<file path="src/rtl/core/ubxr_pkg.sv">
// Shared types and codes for the UBX frame receiver.
package ubxr_pkg;

  localparam int SLOT_COUNT_DEF = 4;
  localparam int SLOT_BYTES_DEF = 256;
  localparam int CMD_DEPTH      = 2;
  localparam int RES_DEPTH      = 2;

  localparam int OFFSET_W  = 17;
  localparam int LENGTH_W  = 16;
  localparam int ADDR_W    = 10;
  localparam int STATUS_W  = 3;

  localparam logic [7:0] SYNC_FIRST_RST  = 8'd181;
  localparam logic [7:0] SYNC_SECOND_RST = 8'd98;

  localparam logic CFG_SYNC_FIRST  = 1'b0;
  localparam logic CFG_SYNC_SECOND = 1'b1;

  localparam logic REQ_BYTE   = 1'b0;
  localparam logic REQ_REPORT = 1'b1;

  localparam logic [STATUS_W-1:0] ST_NONE     = 3'd0;
  localparam logic [STATUS_W-1:0] ST_POSTED   = 3'd1;
  localparam logic [STATUS_W-1:0] ST_CKA_BAD  = 3'd2;
  localparam logic [STATUS_W-1:0] ST_CKB_BAD  = 3'd3;
  localparam logic [STATUS_W-1:0] ST_RING_FULL = 3'd4;
  localparam logic [STATUS_W-1:0] ST_OVERFLOW = 3'd5;

  // Classified request handed from front to back.
  typedef struct packed {
    logic       is_report;
    logic       sync1_hit;
    logic       sync2_hit;
    logic [7:0] data;
    logic [1:0] read_slot;
  } cmd_t;

  typedef struct packed {
    logic                store_valid;
    logic [ADDR_W-1:0]   store_addr;
    logic [7:0]          store_data;
    logic [STATUS_W-1:0] frame_status;
    logic [1:0]          write_slot_now;
  } result_t;

endpackage

</file>
<file path="src/rtl/core/ubx_frame_receiver_with_checksum.sv">
// UBX frame receiver: sync, length and Fletcher-8 check, ring of frame slots.
// A beat is registered in the command queue, then parsed into the result queue (empty low).
// Throughput: one beat per cycle while the result queue is not full; the parser updates its state once per beat.
// Two-entry queues sit between front and parser and after the parser.
// Reset: synchronous rst clears both queues, the parser and the slot ring;
// sync bytes return to 0xB5 and 0x62.
module ubx_frame_receiver_with_checksum #(
  parameter int SLOT_COUNT = ubxr_pkg::SLOT_COUNT_DEF,
  parameter int SLOT_BYTES = ubxr_pkg::SLOT_BYTES_DEF
) (
  input  logic                            clk,
  input  logic                            rst,
  input  logic                            cfg_we,
  input  logic                            cfg_index,
  input  logic [7:0]                      cfg_data,
  input  logic                            push,
  output logic                            full,
  input  logic                            req_type,
  input  logic [7:0]                      rx_byte,
  input  logic [1:0]                      read_slot,
  input  logic                            pop,
  output logic                            empty,
  output logic                            store_valid,
  output logic [ubxr_pkg::ADDR_W-1:0]     store_addr,
  output logic [7:0]                      store_data,
  output logic [ubxr_pkg::STATUS_W-1:0]   frame_status,
  output logic [1:0]                      write_slot_now
);

  ubxr_pkg::cmd_t    cmd_in;
  ubxr_pkg::cmd_t    cmd_out;
  ubxr_pkg::result_t res_in;
  ubxr_pkg::result_t res_out;
  logic              cmd_empty;
  logic              cmd_pop;
  logic              res_full;
  logic              res_push;

  ubxr_front u_front (
    .clk       (clk),
    .rst       (rst),
    .cfg_we    (cfg_we),
    .cfg_index (cfg_index),
    .cfg_data  (cfg_data),
    .req_type  (req_type),
    .rx_byte   (rx_byte),
    .read_slot (read_slot),
    .cmd       (cmd_in)
  );

  ubxr_fifo #(
    .WIDTH ($bits(ubxr_pkg::cmd_t)),
    .DEPTH (ubxr_pkg::CMD_DEPTH)
  ) u_cmd_q (
    .clk     (clk),
    .rst     (rst),
    .wr_en   (push),
    .wr_data (cmd_in),
    .full    (full),
    .rd_en   (cmd_pop),
    .rd_data (cmd_out),
    .empty   (cmd_empty)
  );

  ubxr_back #(
    .SLOT_COUNT (SLOT_COUNT),
    .SLOT_BYTES (SLOT_BYTES)
  ) u_back (
    .clk       (clk),
    .rst       (rst),
    .cmd       (cmd_out),
    .cmd_valid (!cmd_empty),
    .cmd_pop   (cmd_pop),
    .res_full  (res_full),
    .res_push  (res_push),
    .res       (res_in)
  );

  ubxr_fifo #(
    .WIDTH ($bits(ubxr_pkg::result_t)),
    .DEPTH (ubxr_pkg::RES_DEPTH)
  ) u_res_q (
    .clk     (clk),
    .rst     (rst),
    .wr_en   (res_push),
    .wr_data (res_in),
    .full    (res_full),
    .rd_en   (pop),
    .rd_data (res_out),
    .empty   (empty)
  );

  assign store_valid    = res_out.store_valid;
  assign store_addr     = res_out.store_addr;
  assign store_data     = res_out.store_data;
  assign frame_status   = res_out.frame_status;
  assign write_slot_now = res_out.write_slot_now;

endmodule

</file>
<file path="src/rtl/core/ubxr_fifo.sv">
// Small synchronous FIFO used between the receiver stages.
module ubxr_fifo #(
  parameter int WIDTH = 8,
  parameter int DEPTH = 2
) (
  input  logic             clk,
  input  logic             rst,
  input  logic             wr_en,
  input  logic [WIDTH-1:0] wr_data,
  output logic             full,
  input  logic             rd_en,
  output logic [WIDTH-1:0] rd_data,
  output logic             empty
);

  localparam int PW = (DEPTH > 1) ? $clog2(DEPTH) : 1;
  localparam int CW = $clog2(DEPTH + 1);

  logic [WIDTH-1:0] mem [DEPTH];
  logic [PW-1:0]    wr_ptr;
  logic [PW-1:0]    rd_ptr;
  logic [CW-1:0]    count;
  logic             do_wr;
  logic             do_rd;

  assign full    = (count == CW'(DEPTH));
  assign empty   = (count == '0);
  assign do_wr   = wr_en && !full;
  assign do_rd   = rd_en && !empty;
  assign rd_data = mem[rd_ptr];

  always_ff @(posedge clk) begin
    if (rst) begin
      wr_ptr <= '0;
      rd_ptr <= '0;
      count  <= '0;
    end else begin
      if (do_wr) begin
        wr_ptr <= (wr_ptr == PW'(DEPTH - 1)) ? '0 : wr_ptr + 1'b1;
      end
      if (do_rd) begin
        rd_ptr <= (rd_ptr == PW'(DEPTH - 1)) ? '0 : rd_ptr + 1'b1;
      end
      case ({do_wr, do_rd})
        2'b10:   count <= count + 1'b1;
        2'b01:   count <= count - 1'b1;
        default: count <= count;
      endcase
    end
  end

  always_ff @(posedge clk) begin
    if (do_wr) begin
      mem[wr_ptr] <= wr_data;
    end
  end

endmodule

</file>
<file path="src/rtl/core/ubxr_front.sv">
// Front end: sync registers and classification of incoming requests.
module ubxr_front (
  input  logic              clk,
  input  logic              rst,
  input  logic              cfg_we,
  input  logic              cfg_index,
  input  logic [7:0]        cfg_data,
  input  logic              req_type,
  input  logic [7:0]        rx_byte,
  input  logic [1:0]        read_slot,
  output ubxr_pkg::cmd_t    cmd
);

  logic [7:0] sync_first;
  logic [7:0] sync_second;

  always_ff @(posedge clk) begin
    if (rst) begin
      sync_first  <= ubxr_pkg::SYNC_FIRST_RST;
      sync_second <= ubxr_pkg::SYNC_SECOND_RST;
    end else if (cfg_we) begin
      case (cfg_index)
        ubxr_pkg::CFG_SYNC_FIRST:  sync_first  <= cfg_data;
        ubxr_pkg::CFG_SYNC_SECOND: sync_second <= cfg_data;
        default: ;
      endcase
    end
  end

  // The user must change sync values only while idle; the block does not enforce it, and matching here assumes it.
  always_comb begin
    cmd.is_report = (req_type == ubxr_pkg::REQ_REPORT);
    cmd.sync1_hit = (rx_byte == sync_first);
    cmd.sync2_hit = (rx_byte == sync_second);
    cmd.data      = rx_byte;
    cmd.read_slot = read_slot;
  end

endmodule

</file>
<file path="src/rtl/core/ubxr_back.sv">
// Back end: frame parser, checksum, slot ring and buffer write address.
module ubxr_back #(
  parameter int SLOT_COUNT = ubxr_pkg::SLOT_COUNT_DEF,
  parameter int SLOT_BYTES = ubxr_pkg::SLOT_BYTES_DEF
) (
  input  logic              clk,
  input  logic              rst,
  input  ubxr_pkg::cmd_t    cmd,
  input  logic              cmd_valid,
  output logic              cmd_pop,
  input  logic              res_full,
  output logic              res_push,
  output ubxr_pkg::result_t res
);

  localparam int SW  = $clog2(SLOT_COUNT);
  localparam int CMW = (SW > 2) ? SW : 2;
  localparam int OW  = ubxr_pkg::OFFSET_W;
  localparam int LW  = ubxr_pkg::LENGTH_W;
  localparam int AW  = ubxr_pkg::ADDR_W;
  localparam logic [AW-1:0] SLOT_BYTES_LO = AW'(SLOT_BYTES);
  localparam logic [OW-1:0] OFFSET_MAX    = {OW{1'b1}};

  localparam logic [3:0] PH_SYNC1   = 4'd0;
  localparam logic [3:0] PH_SYNC2   = 4'd1;
  localparam logic [3:0] PH_CLASS   = 4'd2;
  localparam logic [3:0] PH_ID      = 4'd3;
  localparam logic [3:0] PH_LEN1    = 4'd4;
  localparam logic [3:0] PH_LEN2    = 4'd5;
  localparam logic [3:0] PH_PAYLOAD = 4'd6;
  localparam logic [3:0] PH_CKA     = 4'd7;
  localparam logic [3:0] PH_CKB     = 4'd8;

  logic [3:0]    phase, phase_next;
  logic [OW-1:0] byte_offset, byte_offset_next;
  logic [LW-1:0] payload_length, payload_length_next;
  logic [7:0]    sum_a, sum_a_next;
  logic [7:0]    sum_b, sum_b_next;
  logic [SW-1:0] write_slot, write_slot_next;
  logic [1:0]    consumer_slot, consumer_slot_next;
  logic          overflowed, overflowed_next;

  logic [OW-1:0] cur_offset;
  logic          cur_ovf;
  logic [OW-1:0] inc_offset;
  logic          fits;
  logic [7:0]    add_a;
  logic [7:0]    add_b;
  logic [SW-1:0] slot_after;
  logic [AW-1:0] slot_base;
  logic          fire;

  assign fire     = cmd_valid && !res_full;
  assign cmd_pop  = fire;
  assign res_push = fire;

  // A class byte opens a new frame: offset and overflow start fresh.
  assign cur_offset = (phase == PH_CLASS) ? '0 : byte_offset;
  assign cur_ovf    = (phase == PH_CLASS) ? 1'b0 : overflowed;
  assign inc_offset = (cur_offset != OFFSET_MAX) ? cur_offset + 1'b1 : cur_offset;
  assign fits       = (cur_offset < OW'(SLOT_BYTES));
  assign add_a      = ((phase == PH_CLASS) ? 8'd0 : sum_a) + cmd.data;
  assign add_b      = ((phase == PH_CLASS) ? 8'd0 : sum_b) + add_a;
  assign slot_after = (write_slot == SW'(SLOT_COUNT - 1)) ? '0 : write_slot + 1'b1;
  assign slot_base  = AW'(AW'(write_slot) * SLOT_BYTES_LO);

  always_comb begin
    phase_next          = phase;
    byte_offset_next    = byte_offset;
    payload_length_next = payload_length;
    sum_a_next          = sum_a;
    sum_b_next          = sum_b;
    write_slot_next     = write_slot;
    consumer_slot_next  = consumer_slot;
    overflowed_next     = overflowed;
    res                 = '0;

    if (cmd.is_report) begin
      consumer_slot_next = cmd.read_slot;
    end else begin
      case (phase)
        PH_SYNC1: begin
          if (cmd.sync1_hit) begin
            phase_next = PH_SYNC2;
          end
        end
        PH_SYNC2: begin
          phase_next = cmd.sync2_hit ? PH_CLASS : PH_SYNC1;
        end
        PH_CLASS, PH_ID, PH_PAYLOAD: begin
          res.store_valid  = fits;
          byte_offset_next = inc_offset;
          overflowed_next  = cur_ovf | !fits;
          sum_a_next       = add_a;
          sum_b_next       = add_b;
          case (phase)
            PH_CLASS: phase_next = PH_ID;
            PH_ID:    phase_next = PH_LEN1;
            default: begin
              if (inc_offset >= OW'(payload_length) + OW'(2)) begin
                phase_next = PH_CKA;
              end
            end
          endcase
        end
        PH_LEN1: begin
          payload_length_next = LW'(cmd.data);
          sum_a_next          = add_a;
          sum_b_next          = add_b;
          phase_next          = PH_LEN2;
        end
        PH_LEN2: begin
          payload_length_next = {cmd.data, payload_length[7:0]};
          sum_a_next          = add_a;
          sum_b_next          = add_b;
          phase_next = ({cmd.data, payload_length[7:0]} == '0) ? PH_CKA : PH_PAYLOAD;
        end
        PH_CKA: begin
          if (cmd.data == sum_a) begin
            phase_next = PH_CKB;
          end else begin
            res.frame_status = ubxr_pkg::ST_CKA_BAD;
            phase_next       = PH_SYNC1;
          end
        end
        PH_CKB: begin
          if (cmd.data != sum_b) begin
            res.frame_status = ubxr_pkg::ST_CKB_BAD;
          end else if (overflowed) begin
            res.frame_status = ubxr_pkg::ST_OVERFLOW;
          end else if (CMW'(slot_after) == CMW'(consumer_slot)) begin
            res.frame_status = ubxr_pkg::ST_RING_FULL;
          end else begin
            res.frame_status = ubxr_pkg::ST_POSTED;
            write_slot_next  = slot_after;
          end
          phase_next = PH_SYNC1;
        end
        default: begin
          phase_next = PH_SYNC1;
        end
      endcase
    end

    if (res.store_valid) begin
      res.store_addr = slot_base + cur_offset[AW-1:0];
      res.store_data = cmd.data;
    end
    res.write_slot_now = 2'(write_slot_next);
  end

  always_ff @(posedge clk) begin
    if (rst) begin
      phase          <= PH_SYNC1;
      byte_offset    <= '0;
      payload_length <= '0;
      sum_a          <= '0;
      sum_b          <= '0;
      write_slot     <= '0;
      consumer_slot  <= '0;
      overflowed     <= 1'b0;
    end else if (fire) begin
      phase          <= phase_next;
      byte_offset    <= byte_offset_next;
      payload_length <= payload_length_next;
      sum_a          <= sum_a_next;
      sum_b          <= sum_b_next;
      write_slot     <= write_slot_next;
      consumer_slot  <= consumer_slot_next;
      overflowed     <= overflowed_next;
    end
  end

endmodule

</file>
<file path="config.mk">
export PLATFORM = sky130hd
export DESIGN_NAME = ubx_frame_receiver_with_checksum
export DESIGN_NICKNAME = d
export VERILOG_FILES = /design/src/rtl/core/ubxr_pkg.sv /design/src/rtl/core/ubx_frame_receiver_with_checksum.sv /design/src/rtl/core/ubxr_fifo.sv /design/src/rtl/core/ubxr_front.sv /design/src/rtl/core/ubxr_back.sv
export SDC_FILE = /design/constraint.sdc
export NUM_CORES = 1
export LEC_CHECK = 0
export BUFFER_PORTS_ARGS = -buffer_cell sky130_fd_sc_hd__buf_4
export CAP_MARGIN = 40
export CORE_AREA = 2 2 129 131
export CTS_CLUSTER_SIZE = 30
export DETAILED_ROUTE_END_ITERATION = 10
export DIE_AREA = 0 0 131 133
export PLACE_DENSITY = 0.75
export SYNTH_ARGS = -nofsm -noshare
export SYNTH_HDL_FRONTEND = slang
export SYNTH_HIERARCHICAL = 1
export SYNTH_SLANG_ARGS = --single-unit
</file>
<file path="constraint.sdc">
create_clock -name clk -period 4.4 [get_ports clk]
set_clock_uncertainty 0.15 [all_clocks]
set_input_delay 0.88 -clock clk [delete_from_list [all_inputs] [get_ports clk]]
set_output_delay 0.88 -clock clk [all_outputs]
set_load 0.01 [all_outputs]
</file>
==> results.txt, run 1 <==
CTS clk-pin slew, worst paths -> 0.07 ns
Mapped Avg Cell Area -> 9.96 um2
Post-route DRC -> 0
die width -> 131 um
initial core utilization -> 53.2%
leakage power -> 3.77 nW
grt total ovfl -> 0
initial antenna violation count -> 0
Overall Global Routing Usage -> 20.7%
DR pass1 iterations -> 5
first-pass GRT wire length -> 28,300 um
worst hold path class -> register to register
CP arrival -> 4.32 ns
max_cap viols -> 0
final wirelength -> 17,400 um
antenna-violating nets left -> 0
Slew HR -> 54.5%
Design Power -> 0.00470 W
final hold vios -> 0
CTS tree -> yes
clock latency on the worst-skew pair -> 0.42 ns
P&R area growth vs syn -> 13.3%
mapped cell area -> 8600 um2
CP Max Fanout -> 15
IO Port Bufs -> 50
Synth cell types -> 65
Via-to-Cell Ratio -> 5.50
core area -> 16,200 um2
Peak VDD IR -> 279 uV
YS warnings -> 6
largest net degree at the start of global routing -> 60
Chip Height -> 133 um
cts repair resizes -> 0
post-route cell area -> 9740 um2
routability cong. -> 0.851
sequential area share after synthesis -> 45.4%
hpwl dp -> 12,300 um
Rows -> 47
post-route setup TNS -> 0 ns
clk buf depth -> 2
highest clock rate -> 243 MHz
share of layout cells above drive strength 1 -> 17.3%
Clock Sinks -> 158
Avg WL per Cell -> 15.4 um
number of global-route vias before repair -> 5,855
CTS H-tree lvls -> 4
# diodes -> 0
final setup fails -> 0
cts bufs inserted -> 17
number of synthesized register bits -> 158
Tcrit/Tclk final -> 93.6%
Post-synth EDFFs -> 74
I/O Pins -> 51
routed vias -> 6,220
# hold bufs at CTS -> 0
FFs w/ async S/R, synth -> 0%
Slew Viols, Final -> 0
clk root buf -> clkbuf_16
nets@finish -> 962
status -> complete, no violations
Worst setup EP type -> register
Synth Instances -> 864
ys flop type -> dfxtp_1
path type of the worst setup path -> register to register
1st-iter DRT viols -> 395
die area -> 17,400 um2
critical path startpoint category -> register
measured slew at the worst slew-check pin -> 0.677 ns
placed cell areas -> 9180 um2
crit path time final -> 4.12 ns
postcts setup bufs -> 0
critical path data required time -> 4.60 ns
Net Count, Synth -> 928
PwrDens -> 482 nW/um2
RSZ-0062 raised after global routing -> false
cell usage after synthesis, drive strengths merged, types with 4 or more instances:
cell    number  area (um2)
a211o        5        47.6
a211oi       6        45.0
a21o         9        67.6
a21oi       60         300
a22oi        7        52.6
a31oi        7        50.1
and2        29         183
and3        15        93.8
buf         24         171
clkbuf      31         116
dfxtp       84        1680
edfxtp      74        2220
ha          37         463
inv         15        56.3
mux2        38         428
mux2i       19         190
nand2       78         293
nand2b      11        73.8
nand3       27         145
nand3b       4        30.0
nand4       15         115
nor2        72         270
nor2b       12        87.6
nor3         9        45.0
nor4        11        90.1
o21ai       43         215
or3          9        56.3
xnor2       48         420
xor2        34         298
per-stage QoR:
step | setup WS [ns] | std cells | hold WS, ns | utilization, %
3_3_place_gp | 0.341 | 1096 | 0.305 | 56.3
5_1_grt | 0.0393 | 1131 | 0.341 | 60.2
6_report | 0.280 | 1131 | 0.318 | 60.2
4_1_cts | 0.204 | 1131 | 0.318 | 60.2
3_5_place_dp | 0.263 | 1099 | 0.309 | 56.8
2_1_floorplan | 0.0120 | 864 | 0.298 | -
power breakdown:
part / leakage (nW) / switching [W] / internal [W]
clock network: 0.272 / 0.000613 / 0.000765
logic: 2.13 / 0.000742 / 0.000650
registers: 1.38 / 0.000109 / 0.00182
placed cells by master (no fill, tap or decap), types with 12 or more instances in the layout:
master	instances
a21oi_1	59
and2_1	28
and3_1	15
buf_4	67
clkbuf_16	17
dfxtp_1	84
edfxtp_1	74
ha_1	35
inv_1	12
mux2_2	27
mux2i_1	19
nand2_1	78
nand3_1	25
nand4_1	13
nor2_1	72
o21ai_0	42
xnor2_1	48
xor2_1	34
metal layers:
metal | up-vias | global-route usage, % | wire length [um]
met4 | 0 | 7.39 | 322
met2 | 141 | 33.8 | 8510
met3 | 22 | 4.89 | 713
li1 | 3136 | - | -
met1 | 2921 | 26.6 | 7850
met5 | - | 0 | 0
area by class of cell:
| type | count | area (um2) |
|---|---|---|
| clock buffer | 20 | 457 |
| fill | 1339 | 6430 |
| tap | 220 | 275 |
| timing repair buffer | 70 | 573 |
| clock inverter | 12 | 101 |
| inverter | 15 | 56.3 |
| sequential | 158 | 3900 |
| multi-input combinational | 636 | 4380 |
logic make-up after synthesis:
family | after synthesis | synth area share (%)
compound gates | 154 | 10.8
xor+xnor | 82 | 8.35
fa+ha+maj | 39 | 5.85
buf+inv | 70 | 4.00
flops | 158 | 45.4
mux | 57 | 7.19
simple gates | 304 | 18.4
path summary, 6_finish.rpt:
path,startpoint,to,slack [ns],cells past startpoint
worst max-delay path,u_back/phase[2]$_SDFFE_PP0P_,u_back/sum_b[7]$_SDFFE_PP0P_,0.28,17
worst min-delay path,u_front/sync_second[3]$_SDFFE_PP0P_,u_front/sync_second[3]$_SDFFE_PP0P_,0.32,2
worst max register to register,u_back/phase[2]$_SDFFE_PP0P_,u_back/sum_b[7]$_SDFFE_PP0P_,0.28,17
worst min register to register,u_front/sync_second[3]$_SDFFE_PP0P_,u_front/sync_second[3]$_SDFFE_PP0P_,0.32,2
registers in the layout (all words and copies together) (netlist names), 2 cells and up, named ones only:
name	flops
u_res_q/mem	48
u_cmd_q/mem	26
u_back/byte_offset	17
u_back/payload_length	16
u_back/sum_a	8
u_back/sum_b	8
u_front/sync_first	8
u_front/sync_second	8
u_back/phase	4
u_back/consumer_slot	2
u_back/write_slot	2
u_cmd_q/count	2
u_res_q/count	2
worst max-delay path, stage by stage (launching register included):
cell      delay (ns)
dfxtp_1         0.31
or4b_4          0.56
buf_4           0.21
and2_1          0.17
ha_2            0.19
fa_2            0.35
a21o_1          0.17
a21oi_2         0.17
o21bai_1        0.08
a21oi_1         0.17
xnor2_1         0.11
ha_2            0.34
nor2_1          0.04
nor2_1          0.12
o41ai_2         0.10
xor2_1          0.19
or3b_2          0.46
a31oi_1         0.16
Note: power is estimated with default switching activity, not from simulation.
==> run 2: changes to the inputs <==
--- a/config.mk
+++ b/config.mk
@@ -11,6 +11,7 @@
 export CTS_CLUSTER_SIZE = 30
 export DETAILED_ROUTE_END_ITERATION = 10
 export DIE_AREA = 0 0 131 133
+export MAX_ROUTING_LAYER = met4
 export PLACE_DENSITY = 0.75
 export SYNTH_ARGS = -nofsm -noshare
 export SYNTH_HDL_FRONTEND = slang
==> run 2 against run 1 <==
Against the previous run: via count rose by 0.13%; wire length grew 0.24%; sequential share of layout area stayed put; critical path type unchanged; critical endpoint unchanged; largest cell class unchanged; largest power group unchanged.
==> results.txt, run 2 (synthesis results as in run 1) <==
met3 GRT Util -> 5.22%
Net Sw Power -> 0.00146 W
largest register by flop count -> u_res_q/mem
DR pass1 iterations -> 8
clk buf depth -> 2
CTS clk-pin slew, worst paths -> 0.07 ns
# diodes -> 0
busiest grt layer -> met2
Via-to-Cell Ratio -> 5.51
Tcrit/Tclk final -> 93.7%
Worst setup EP type -> register
Fillers -> 1,339
clk root buf -> clkbuf_16
Slew HR -> 54.7%
critical path data required time -> 4.60 ns
die width -> 131 um
Peak VDD IR -> 280 uV
Overall Global Routing Usage -> 21.3%
switching share of total power -> 31.2%
Rows -> 47
hpwl dp -> 12,300 um
most frequent cells in the layout -> dfxtp_1, nand2_1, edfxtp_1
first-pass GRT wire length -> 28,300 um
worst hold path class -> register to register
P&R area growth vs syn -> 13.3%
antenna-violating nets left -> 0
routability cong. -> 0.865
combinational share of power -> 29.6%
leakage power -> 3.77 nW
CP max stage delay -> 0.56 ns
crit path time final -> 4.12 ns
max_cap viols -> 0
Largest regs -> u_res_q/mem: 48 flops, u_cmd_q/mem: 26 flops, u_back/byte_offset: 17 flops
initial core utilization -> 53.2%
cts bufs inserted -> 17
largest net degree at the start of global routing -> 60
final wirelength -> 17,400 um
status -> complete, no violations
Avg WL per Cell -> 15.4 um
final hold vios -> 0
Reg power frac -> 41.0%
number of global-route vias before repair -> 5,856
Worst path top cell family by delay -> simple AND/OR/NAND/NOR gates
post-route setup TNS -> 0 ns
Final Non-Filler Cells -> 1,131
1st-iter DRT viols -> 402
Design Power -> 0.00470 W
CP Max Fanout -> 15
Slowest cell on crit path -> or4b_4
path type of the worst setup path -> register to register
CTS tree -> yes
I/O Pins -> 51
nets@finish -> 962
initial antenna violation count -> 0
Cell Chain, Critical Path -> or4b_4 > buf_4 > and2_1 > ha_2 > fa_2 > a21o_1 > a21oi_2 > o21bai_1 > a21oi_1 > xnor2_1 > ha_2 > nor2_1 > nor2_1 > o41ai_2 > xor2_1 > or3b_2 > a31oi_1
core area -> 16,200 um2
die area -> 17,400 um2
RSZ-0062 raised after global routing -> false
PwrDens -> 482 nW/um2
Buf+Inv Stages, Crit Path -> 1
met2 GRT Util -> 33.8%
Chip Height -> 133 um
CP arrival -> 4.33 ns
most common cell after layout, fill and taps aside -> dfxtp_1
Post-route DRC -> 0
Inst Count DP -> 1,099
global routing met1 resource utilization -> 26.6%
share of layout cells above drive strength 1 -> 17.3%
CTS H-tree lvls -> 4
Clock Sinks -> 158
Slew Viols, Final -> 0
routed vias -> 6,228
max reg flops -> 48
highest clock rate -> 242 MHz
clock latency on the worst-skew pair -> 0.43 ns
grt total ovfl -> 0
measured slew at the worst slew-check pin -> 0.674 ns
power share of the clock group -> 29.3%
final setup fails -> 0
Internal -> 0.00323 W
IO Port Bufs -> 50
critical path startpoint category -> register
run 2: cell counts in the layout (fill, tap and decap cells not counted):
No cell type changed its count.
run 2: final cells by class:
class	instances	area (um2)	area share [%]
multi-input combinational	636	4380	44.9
sequential	158	3900	40.1
timing repair buffer	70	573	5.88
clock buffer	20	457	4.69
tap	220	275	2.83
clock inverter	12	101	1.04
inverter	15	56.3	0.578
run 2: metrics by stage:
| step | instance area, um2 | hold slack, ns | worst slack, ns | utilization [%] |
|---|---|---|---|---|
| 2_1_floorplan | 8630 | 0.298 | 0.0120 | - |
| 3_3_place_gp | 9110 | 0.305 | 0.341 | 56.3 |
| 3_5_place_dp | 9180 | 0.309 | 0.263 | 56.8 |
| 4_1_cts | 9740 | 0.318 | 0.204 | 60.2 |
| 5_1_grt | 9740 | 0.341 | 0.0393 | 60.2 |
| 6_report | 9740 | 0.318 | 0.276 | 60.2 |
run 2: worst paths after layout:
kind,start,end,slack [ns],depth (start not counted)
min,u_front/sync_second[3]$_SDFFE_PP0P_,u_front/sync_second[3]$_SDFFE_PP0P_,0.32,2
max,u_back/phase[2]$_SDFFE_PP0P_,u_back/sum_b[7]$_SDFFE_PP0P_,0.28,17
min reg2reg,u_front/sync_second[3]$_SDFFE_PP0P_,u_front/sync_second[3]$_SDFFE_PP0P_,0.32,2
max reg2reg,u_back/phase[2]$_SDFFE_PP0P_,u_back/sum_b[7]$_SDFFE_PP0P_,0.28,17
run 2: timing repair:
item                                    4_1_cts  5_1_grt
gates resized for setup                       0        2
endpoints found under the setup margin        0        3
hold buffers                                  0        0
buffers inserted                              0        0
run 2: layer usage:
metal / wire length, um / up-vias
met2: 8540 / 129
met1: 7920 / 2938
met3: 685 / 24
met5: 0 / -
li1: - / 3137
met4: 288 / 0
run 2: power groups by stage:
stage	clock network (W)	logic [W]	registers (W)
after detailed placement	0	0.00139	0.00196
after floorplan	0	0.000928	0.00192
after global placement	0	0.00131	0.00196
after global routing	0.00147	0.00152	0.00196
final	0.00138	0.00139	0.00193
after CTS	0.00141	0.00140	0.00193
run 2: worst min-delay path, stage by stage, from the launching register on:
cell and delay [ns]:
dfxtp_1 0.32, nand2_1 0.05, a21oi_1 0.05
